[src/design/vffm_pkg.sv]
// vffm_pkg: shared widths, field offsets and codes for the fault-flag monitor
`timescale 1ns / 1ps

package vffm_pkg;

    // configuration port
    localparam int CFG_IDX_W  = 3;
    localparam int CFG_DATA_W = 16;

    localparam logic [CFG_IDX_W-1:0] CFG_VOLT_HIGH_SEVERE = 3'd0;
    localparam logic [CFG_IDX_W-1:0] CFG_VOLT_HIGH_MILD   = 3'd1;
    localparam logic [CFG_IDX_W-1:0] CFG_VOLT_LOW_SEVERE  = 3'd2;
    localparam logic [CFG_IDX_W-1:0] CFG_VOLT_LOW_MILD    = 3'd3;
    localparam logic [CFG_IDX_W-1:0] CFG_TEMP_SEVERE      = 3'd4;
    localparam logic [CFG_IDX_W-1:0] CFG_TEMP_MILD        = 3'd5;
    localparam logic [CFG_IDX_W-1:0] CFG_DIFF_MAX         = 3'd6;

    localparam logic [15:0] RST_VOLT_HIGH_SEVERE = 16'd0;
    localparam logic [15:0] RST_VOLT_HIGH_MILD   = 16'd0;
    localparam logic [15:0] RST_VOLT_LOW_SEVERE  = 16'd0;
    localparam logic [15:0] RST_VOLT_LOW_MILD    = 16'd0;
    localparam logic [7:0]  RST_TEMP_SEVERE      = 8'd255;
    localparam logic [7:0]  RST_TEMP_MILD        = 8'd255;
    localparam logic [15:0] RST_DIFF_MAX         = 16'd65535;

    // aux rail window, 10 mV units
    localparam logic [15:0] AUX_HIGH = 16'd550;
    localparam logic [15:0] AUX_LOW  = 16'd450;

    // stream widths
    localparam int IN_DATA_W  = 88;
    localparam int IN_USER_W  = 1;
    localparam int OUT_DATA_W = 48;

    localparam int NUM_MOTORS = 4;
    localparam int MILD_W     = 23;
    localparam int SEVERE_W   = 16;
    localparam int CRIT_W     = 5;

    // action kinds
    localparam logic ACT_MOTOR   = 1'b0;
    localparam logic ACT_BATTERY = 1'b1;

    // alarm levels
    localparam logic [2:0] LVL_NONE     = 3'd0;
    localparam logic [2:0] LVL_WARNING  = 3'd1;
    localparam logic [2:0] LVL_ALARM    = 3'd2;
    localparam logic [2:0] LVL_CRITICAL = 3'd3;

    // alarm codes
    localparam logic [2:0] CODE_PACK_V_HIGH = 3'd0;
    localparam logic [2:0] CODE_PACK_V_LOW  = 3'd1;
    localparam logic [2:0] CODE_PACK_I_HIGH = 3'd2;
    localparam logic [2:0] CODE_CELL_TEMP   = 3'd3;
    localparam logic [2:0] CODE_CHASSIS     = 3'd4;
    localparam logic [2:0] CODE_CELL_COMM   = 3'd5;
    localparam logic [2:0] CODE_SYSTEM      = 3'd6;

    // critical bit positions
    localparam int CRIT_CAN_LINK  = 0;
    localparam int CRIT_BMS_LINK  = 1;
    localparam int CRIT_CHASSIS   = 2;
    localparam int CRIT_CELL_COMM = 3;
    localparam int CRIT_SYSTEM    = 4;

endpackage

[src/design/vehicle_fault_flag_monitor.sv]
// vehicle_fault_flag_monitor: fault-flag monitor for four motor controllers and a battery manager
//
// channels: s_axis takes one beat per motor sample or battery report, tuser marks which
// (0 motor sample, 1 battery report). m_axis returns one beat per input beat carrying the
// full mild, severe and critical flag vectors and the three any-flags after that update.
// a separate write channel (i_cfg_*) loads the seven threshold registers; index 7 is ignored.
// config writes are always taken and should only be issued while no beat is in flight.
// the result beat is registered and shows on m_axis in the cycle after the beat is accepted.
// throughput: one beat per cycle unless the receiver stalls; the flag update is a
// single pass of compares and bit logic on the stored flag registers, and the result
// is held in the output stage. when the receiver stalls, the result beat holds and
// s_axis_tready drops only if the pending result is not being taken in that cycle.
// reset (i_rst_n low, synchronous) clears all flags, drops m_axis_tvalid and loads the
// threshold registers with their defaults (0,0,0,0,255,255,65535).
`timescale 1ns / 1ps

module vehicle_fault_flag_monitor
    import vffm_pkg::*;
(
    input  logic                   i_clk,
    input  logic                   i_rst_n,
    // input stream
    input  logic                   s_axis_tvalid,
    output logic                   s_axis_tready,
    // from bit 0: motor_index[2], pack_voltage[16], aux_voltage[16], battery_voltage[16],
    // temp_internal[8], temp_upper[8], temp_lower[8], can_link_error, bms_link_error,
    // alarm_level[3], alarm_code[3], zero pad[6]
    input  logic [IN_DATA_W-1:0]   s_axis_tdata,
    // from bit 0: action
    input  logic [IN_USER_W-1:0]   s_axis_tuser,
    // result stream
    output logic                   m_axis_tvalid,
    input  logic                   m_axis_tready,
    // from bit 0: mild_flags[23], severe_flags[16], critical_flags[5], any_mild,
    // any_severe, any_critical, zero pad[1]
    output logic [OUT_DATA_W-1:0]  m_axis_tdata,
    // configuration write channel
    input  logic                   i_cfg_valid,
    output logic                   o_cfg_ready,
    input  logic [CFG_IDX_W-1:0]   i_cfg_index,
    input  logic [CFG_DATA_W-1:0]  i_cfg_data
);

    // threshold registers
    logic [15:0] r_volt_high_severe;
    logic [15:0] r_volt_high_mild;
    logic [15:0] r_volt_low_severe;
    logic [15:0] r_volt_low_mild;
    logic [7:0]  r_temp_severe;
    logic [7:0]  r_temp_mild;
    logic [15:0] r_diff_max;

    // flag state
    logic [7:0]  r_motor_flags [NUM_MOTORS];
    logic [2:0]  r_bat_mild;
    logic [3:0]  r_bat_severe;
    logic [4:0]  r_crit;
    logic        r_out_valid;

    logic [7:0]  n_motor_byte;
    logic [2:0]  n_bat_mild;
    logic [3:0]  n_bat_severe;
    logic [4:0]  n_crit;

    logic        w_in_accept;

    // unpacked input fields
    logic        w_action;
    logic [1:0]  w_motor_index;
    logic [15:0] w_pack;
    logic [15:0] w_aux;
    logic [15:0] w_bat;
    logic [7:0]  w_t_int;
    logic [7:0]  w_t_up;
    logic [7:0]  w_t_low;
    logic        w_can_err;
    logic        w_bms_err;
    logic [2:0]  w_level;
    logic [2:0]  w_code;

    logic [7:0]  w_t_max01;
    logic [7:0]  w_t_max;
    logic [15:0] w_diff;
    logic        w_code_low;
    logic [2:0]  w_code_oh;

    logic [MILD_W-1:0]   w_mild;
    logic [SEVERE_W-1:0] w_severe;

    assign w_action      = s_axis_tuser[0];
    assign w_motor_index = s_axis_tdata[1:0];
    assign w_pack        = s_axis_tdata[17:2];
    assign w_aux         = s_axis_tdata[33:18];
    assign w_bat         = s_axis_tdata[49:34];
    assign w_t_int       = s_axis_tdata[57:50];
    assign w_t_up        = s_axis_tdata[65:58];
    assign w_t_low       = s_axis_tdata[73:66];
    assign w_can_err     = s_axis_tdata[74];
    assign w_bms_err     = s_axis_tdata[75];
    assign w_level       = s_axis_tdata[78:76];
    assign w_code        = s_axis_tdata[81:79];

    assign o_cfg_ready   = 1'b1;
    assign s_axis_tready = !r_out_valid || m_axis_tready;
    assign w_in_accept   = s_axis_tvalid && s_axis_tready;

    // motor sample: every bit of the controller's flag byte is rewritten
    always_comb begin
        w_t_max01 = (w_t_up > w_t_int) ? w_t_up : w_t_int;
        w_t_max   = (w_t_low > w_t_max01) ? w_t_low : w_t_max01;
        w_diff    = (w_aux >= w_bat) ? (w_aux - w_bat) : (w_bat - w_aux);

        n_motor_byte[5] = w_pack > r_volt_high_severe;
        n_motor_byte[0] = !n_motor_byte[5] && (w_pack > r_volt_high_mild);
        n_motor_byte[6] = w_pack < r_volt_low_severe;
        n_motor_byte[1] = !n_motor_byte[6] && (w_pack < r_volt_low_mild);
        n_motor_byte[7] = w_t_max > r_temp_severe;
        n_motor_byte[2] = !n_motor_byte[7] && (w_t_max > r_temp_mild);
        n_motor_byte[3] = w_diff > r_diff_max;
        n_motor_byte[4] = (w_aux > AUX_HIGH) || (w_aux < AUX_LOW);
    end

    // battery report
    always_comb begin
        w_code_low = (w_code == CODE_PACK_V_HIGH) || (w_code == CODE_PACK_V_LOW)
                  || (w_code == CODE_PACK_I_HIGH);
        w_code_oh  = 3'b001 << w_code[1:0];

        n_bat_mild   = r_bat_mild;
        n_bat_severe = r_bat_severe;
        n_crit       = r_crit;
        if (w_can_err) begin
            n_crit[CRIT_CAN_LINK] = 1'b1;
        end
        if (w_bms_err) begin
            n_crit[CRIT_BMS_LINK] = 1'b1;
        end

        unique case (w_level)
            LVL_NONE: begin
                n_bat_mild   = 3'd0;
                n_bat_severe = 4'd0;
                n_crit[CRIT_SYSTEM:CRIT_CHASSIS] = 3'd0;
            end
            LVL_WARNING: begin
                if (w_code_low) begin
                    n_bat_mild   = r_bat_mild | w_code_oh;
                    n_bat_severe = r_bat_severe & ~{w_code_oh, 1'b0};
                end
            end
            LVL_ALARM: begin
                if (w_code_low) begin
                    n_bat_severe = r_bat_severe | {w_code_oh, 1'b0};
                    n_bat_mild   = r_bat_mild & ~w_code_oh;
                end else if (w_code == CODE_CELL_TEMP) begin
                    n_bat_severe[0] = 1'b1;
                end
            end
            LVL_CRITICAL: begin
                if (w_code == CODE_CHASSIS) begin
                    n_crit[CRIT_CHASSIS] = 1'b1;
                end else if (w_code == CODE_CELL_COMM) begin
                    n_crit[CRIT_CELL_COMM] = 1'b1;
                end else if (w_code == CODE_SYSTEM) begin
                    n_crit[CRIT_SYSTEM] = 1'b1;
                end
            end
            default: begin
            end
        endcase
    end

    always_ff @(posedge i_clk) begin
        if (!i_rst_n) begin
            r_volt_high_severe <= RST_VOLT_HIGH_SEVERE;
            r_volt_high_mild   <= RST_VOLT_HIGH_MILD;
            r_volt_low_severe  <= RST_VOLT_LOW_SEVERE;
            r_volt_low_mild    <= RST_VOLT_LOW_MILD;
            r_temp_severe      <= RST_TEMP_SEVERE;
            r_temp_mild        <= RST_TEMP_MILD;
            r_diff_max         <= RST_DIFF_MAX;
        end else if (i_cfg_valid && o_cfg_ready) begin
            unique case (i_cfg_index)
                CFG_VOLT_HIGH_SEVERE: r_volt_high_severe <= i_cfg_data;
                CFG_VOLT_HIGH_MILD:   r_volt_high_mild   <= i_cfg_data;
                CFG_VOLT_LOW_SEVERE:  r_volt_low_severe  <= i_cfg_data;
                CFG_VOLT_LOW_MILD:    r_volt_low_mild    <= i_cfg_data;
                CFG_TEMP_SEVERE:      r_temp_severe      <= i_cfg_data[7:0];
                CFG_TEMP_MILD:        r_temp_mild        <= i_cfg_data[7:0];
                CFG_DIFF_MAX:         r_diff_max         <= i_cfg_data;
                default: begin
                end
            endcase
        end
    end

    always_ff @(posedge i_clk) begin
        if (!i_rst_n) begin
            for (int m = 0; m < NUM_MOTORS; m++) begin
                r_motor_flags[m] <= 8'd0;
            end
            r_bat_mild   <= 3'd0;
            r_bat_severe <= 4'd0;
            r_crit       <= 5'd0;
            r_out_valid  <= 1'b0;
        end else begin
            if (w_in_accept) begin
                r_out_valid <= 1'b1;
                if (w_action == ACT_BATTERY) begin
                    r_bat_mild   <= n_bat_mild;
                    r_bat_severe <= n_bat_severe;
                    r_crit       <= n_crit;
                end else begin
                    r_motor_flags[w_motor_index] <= n_motor_byte;
                end
            end else if (m_axis_tready) begin
                r_out_valid <= 1'b0;
            end
        end
    end

    // flag state only moves on an accepted beat, which frees the output slot, so the
    // stored flags are the pending result
    always_comb begin
        for (int m = 0; m < NUM_MOTORS; m++) begin
            w_mild[5*m +: 5]   = r_motor_flags[m][4:0];
            w_severe[3*m +: 3] = r_motor_flags[m][7:5];
        end
        w_mild[22:20]   = r_bat_mild;
        w_severe[15:12] = r_bat_severe;
    end

    assign m_axis_tvalid = r_out_valid;
    assign m_axis_tdata  = {1'b0, (r_crit != 5'd0), (w_severe != 16'd0), (w_mild != 23'd0),
                            r_crit, w_severe, w_mild};

endmodule

[config.mk]
export PLATFORM = sky130hd
export DESIGN_NAME = vehicle_fault_flag_monitor
export DESIGN_NICKNAME = d
export VERILOG_FILES = /design/src/design/vffm_pkg.sv /design/src/design/vehicle_fault_flag_monitor.sv
export SDC_FILE = /design/constraint.sdc
export NUM_CORES = 1
export LEC_CHECK = 0
export BUFFER_PORTS_ARGS = -buffer_cell sky130_fd_sc_hd__buf_4
export CAP_MARGIN = 20
export CORE_MARGIN = 2
export CORE_UTILIZATION = 30
export CTS_CLUSTER_SIZE = 8
export DETAILED_ROUTE_END_ITERATION = 16
export GPL_ROUTABILITY_DRIVEN = 0
export SLEW_MARGIN = 20
export SYNTH_ARGS = -nofsm -noshare
export SYNTH_HDL_FRONTEND = slang
export SYNTH_SLANG_ARGS = --single-unit
[constraint.sdc]
create_clock -name i_clk -period 6.6 [get_ports i_clk]
set_input_delay 0.33 -clock i_clk [delete_from_list [all_inputs] [get_ports i_clk]]
set_output_delay 0.33 -clock i_clk [all_outputs]
set_load 0.05 [all_outputs]
==> metrics.md <==
| Metric | Value |
|---|---|
| Status | finished clean |
| # port buffers | between 150 and 200 |
| Mean Syn Cell Area | ~8 um^2 |
| Hold path cells | 3 |
| Cell count after synthesis | ~1200 |
| Max incr delay on CP | around 0.63 ns |
| Yosys warning count | 0 |
| RSZ-0062 raised after global routing | false |
| #FFs+latches synth | about 140 |
| Syn nets | ~1500 |
| Slew Limit Fails | 0 |
| CP max-delay cell | o31ai_1 |
| Initial DRC count | 471 |
| Initial Utilization | 0.3051 |
| DRC | 0 |
| Reg-to-reg setup timing slack | roughly 4 ns |
| Via-per-instance ratio | 4.852 |
| Largest family of logic cells by synthesized area | compound AO/OA/AOI/OAI gates |
| Synth area leader | dfxtp_1 |
| Finish-stage setup viols | 0 |
| Hold path startpoint | s_axis_tdata[75] |
| RR Startpoint | r_diff_max[9]$_SDFFE_PN1P_ |
| Worst vdd ir | around 0.13 mV |
| Reg2Reg Depth | 8 |
| Yosys cell types | ~70 |
| Max FO, Critical Path | 9 |
| Core Util, Final | 0.3725 |
| Total GRT Usage | 0.1523 |
| # H-tree levels | 4 |
| Critical path's top delay family | compound AO/OA/AOI/OAI gates |
| Hold EP | r_crit[1]$_SDFFE_PN0P_ |
| Post-Synth Adder-Cell Area | 0.1823 |
| Rel. slew slack | 0.2238 |
| Compound-gate portion of the synthesized area | 0.2217 |
| Top cells by count, synth | nand2_1 (193), inv_1 (142), ha_1 (141) |
| Power per cell area | 202.0 mW/mm^2 |
| Chip width | 186.1 um |
| Via count | around 8800 |
| Asr flop ratio synth | 0 |
| Final #Nets | ~1600 |
| Max Cap Viol | 0 |
| # fillers | 3361 |
| Chip height | roughly 190 um |
| Post-CTS setup buffers | 0 |
| DPL Wire Length | about 21000 um |
| Buf+Inv Stages, Crit Path | 3 |
| Reg2reg end | r_motor_flags[2][3]$_SDFFCE_PN0P_ |
| Layout overhead on the synthesized area | 22.07% |
| Post-synthesis mux area share | 0.01622 |
| Largest net degree at the start of global routing | about 110 |
| CP Launch Type | primary input |
| Post-synth EDFFs | 32 |
| Post-DRT Antenna Nets | 0 |
| GRT overflow | 0 |
| CTS tree | done |
| Share of the synthesized area in the top cell type | 0.2192 |
| Routed wire length | about 26000 um |
| Root Driver | clkbuf_16 |
| Setup TNS | 0 ns |
| Layout Skew | roughly 0.0061 ns |
| DRT Pass-1 Iters | 5 |
| Worst-Margin Slew | roughly 1.2 ns |
| Clock tree buffer depth | 2 |
| Initial antenna violation count | 1 |
| Hold Vio Cnt, Final | 0 |
| Ant. Diodes | 0 |
| Area contributors post-synth | dfxtp_1 (22%), ha_1 (18%), edfxtp_1 (9.7%) |
| Worst hold path class | primary input to register |
| Leak Pwr | ~5.4 nW |
| Final Cycle Share | 0.7945 |
| Total Die Area | 0.03465 mm^2 |
| Clock sinks | approximately 140 |
| Number of global-route vias before repair | roughly 8400 |
| Count leader, synth | nand2_1 |
| Crit. End Element | register |
| Post-Synth XOR/XNOR Area | 0.01320 |
| Primary FF master, synth | dfxtp_1 |
| Worst EP required | slightly below 7 ns |
| Share of cells above drive strength 1 | 0.1526 |
| Hold buffers post-CTS | 0 |
| Fmax | around 0.19 GHz |
| Clk slew on worst S/H paths | 0.06 ns |
| Mapped cell area | 0.009953 mm^2 |
| IO Pins | around 160 |
| Row cnt | 66 |
| Post-DR wirelength/cell | roughly 14 um |
| Simple-gate share of the synthesized area | 0.1781 |
| CP Class | primary input to register |
| Num CTS Buffers | 17 |
| Post-layout min period | ~5.2 ns |
| Global-route wire length before repair | roughly 42000 um |
| CP cell instances | buf_4, inv_1, ha_1, a21o_1, a21o_1, a21o_1, o31ai_2, o21ai_0, and2_1, ha_1, nor2b_1, o21a_1, o21a_1, o21ai_1, buf_4, and2_0, a31oi_1, ha_1, nor2b_1, o21a_1, o21ai_0, a21oi_1, o31ai_1, nor3_1 |
| Register area share after synthesis | 0.3158 |
| Clock latency on the worst-skew pair | between 0.4 and 0.5 ns |
| Core area | ~0.033 mm^2 |
| Crit path DAT | about 5.4 ns |
| Post-CTS Resized | 0 |
==> layout by cell type (no fill, tap or decap), drive strengths merged, types with 15 or more instances in the layout <==
cell | synthesis | final
nor2b | 19 | 19
dfxtp | 109 | 109
nor2 | 55 | 55
edfxtp | 32 | 32
a21o | 46 | 46
buf | 7 | 163
o21ai | 46 | 46
ha | 141 | 141
o211ai | 33 | 33
nand3 | 20 | 20
and2 | 15 | 15
inv | 142 | 150
clkbuf | 33 | 17
nand2 | 193 | 193
a21boi | 69 | 69
mux2i | 15 | 15
nand4 | 25 | 25
a21oi | 71 | 71
==> sequential cells by signal (all words and copies together), names as in the netlist <==
register / count
r_motor_flags: 32
r_diff_max: 16
r_volt_high_mild: 16
r_volt_high_severe: 16
r_volt_low_mild: 16
r_volt_low_severe: 16
r_temp_mild: 8
r_temp_severe: 8
r_crit: 5
r_bat_severe: 4
r_bat_mild: 3
m_axis_tvalid: 1
==> cell families (layout without fill, tap and decap cells) <==
| group | count (synthesis) | count (layout) |
|---|---|---|
| AOI/OAI and AO/OA | 324 | 324 |
| xor gates and xnor gates | 15 | 15 |
| adders and majority gates | 144 | 144 |
| buffers and inverters | 182 | 337 |
| DFF | 141 | 141 |
| muxes | 16 | 16 |
| other | 2 | 2 |
| and+or+nand+nor | 384 | 384 |
==> worst max-delay path by stage <==
stage,start,end,cells after the start
finish,s_axis_tdata[55],r_motor_flags[1][2]$_SDFFCE_PN0P_,24
global route,s_axis_tdata[55],r_motor_flags[1][2]$_SDFFCE_PN0P_,24
floorplan,s_axis_tdata[55],r_motor_flags[0][2]$_SDFFCE_PN0P_,23
CTS,s_axis_tdata[55],r_motor_flags[1][2]$_SDFFCE_PN0P_,24
detailed placement,s_axis_tdata[55],r_motor_flags[1][2]$_SDFFCE_PN0P_,24
global placement,s_axis_tdata[55],r_motor_flags[2][2]$_SDFFCE_PN0P_,24
==> final cells by class <==
type / count / area (um^2) / share of cell area
multi-input combinational: 885 / 6121 / 0.5038
clock inverter: 15 / 151.4 / 0.01246
inverter: 142 / 533.0 / 0.04387
sequential: 141 / 3143 / 0.2587
tap: 442 / 553.0 / 0.04552
timing repair buffer: 163 / 1224 / 0.1007
clock buffer: 17 / 425.4 / 0.03501
==> report_power, final <==
part / switching [mW] / internal, mW / total (mW)
clock: 0.410 / 0.532 / 0.942
sequential: 0.0125 / 0.907 / 0.919
combinational: 0.346 / 0.247 / 0.593
total: 0.769 / 1.69 / 2.45
==> per-layer routing <==
metal  routed length, um  part of all wire  vias up  GRT usage
met2               11970              0.46      215     0.2584
li1                    -                 -     4495          -
met1               12280              0.47     4017     0.1991
met4                 471             0.018        0    0.04315
met3                1272             0.049       31    0.02609
met5                   0                 0        -          0
==> worst reg2reg max path: stages, from the launching register on <==
cell and delay (ns):
dfxtp_1 0.31, inv_1 0.06, ha_1 0.31, a21o_1 0.18, a21o_1 0.17, a21oi_1 0.16
o21ai_0 0.12, o21ai_0 0.92, nor2_1 0.11
==> per-stage QoR <==
step	std cells	cell area (um^2)	setup slack, ns	hold WS [ns]	power, mW
floorplan	1208	9953	1.684	0.4351	1.338
global route	1805	12150	0.9209	0.1753	2.591
finish	1805	12150	1.356	0.1544	2.454
global placement	1771	11540	0.9603	0.4423	1.520
detailed placement	1772	11550	0.9295	0.4456	1.531
CTS	1804	12130	1.368	0.1341	2.479
Note: power is estimated with default switching activity, not from simulation.
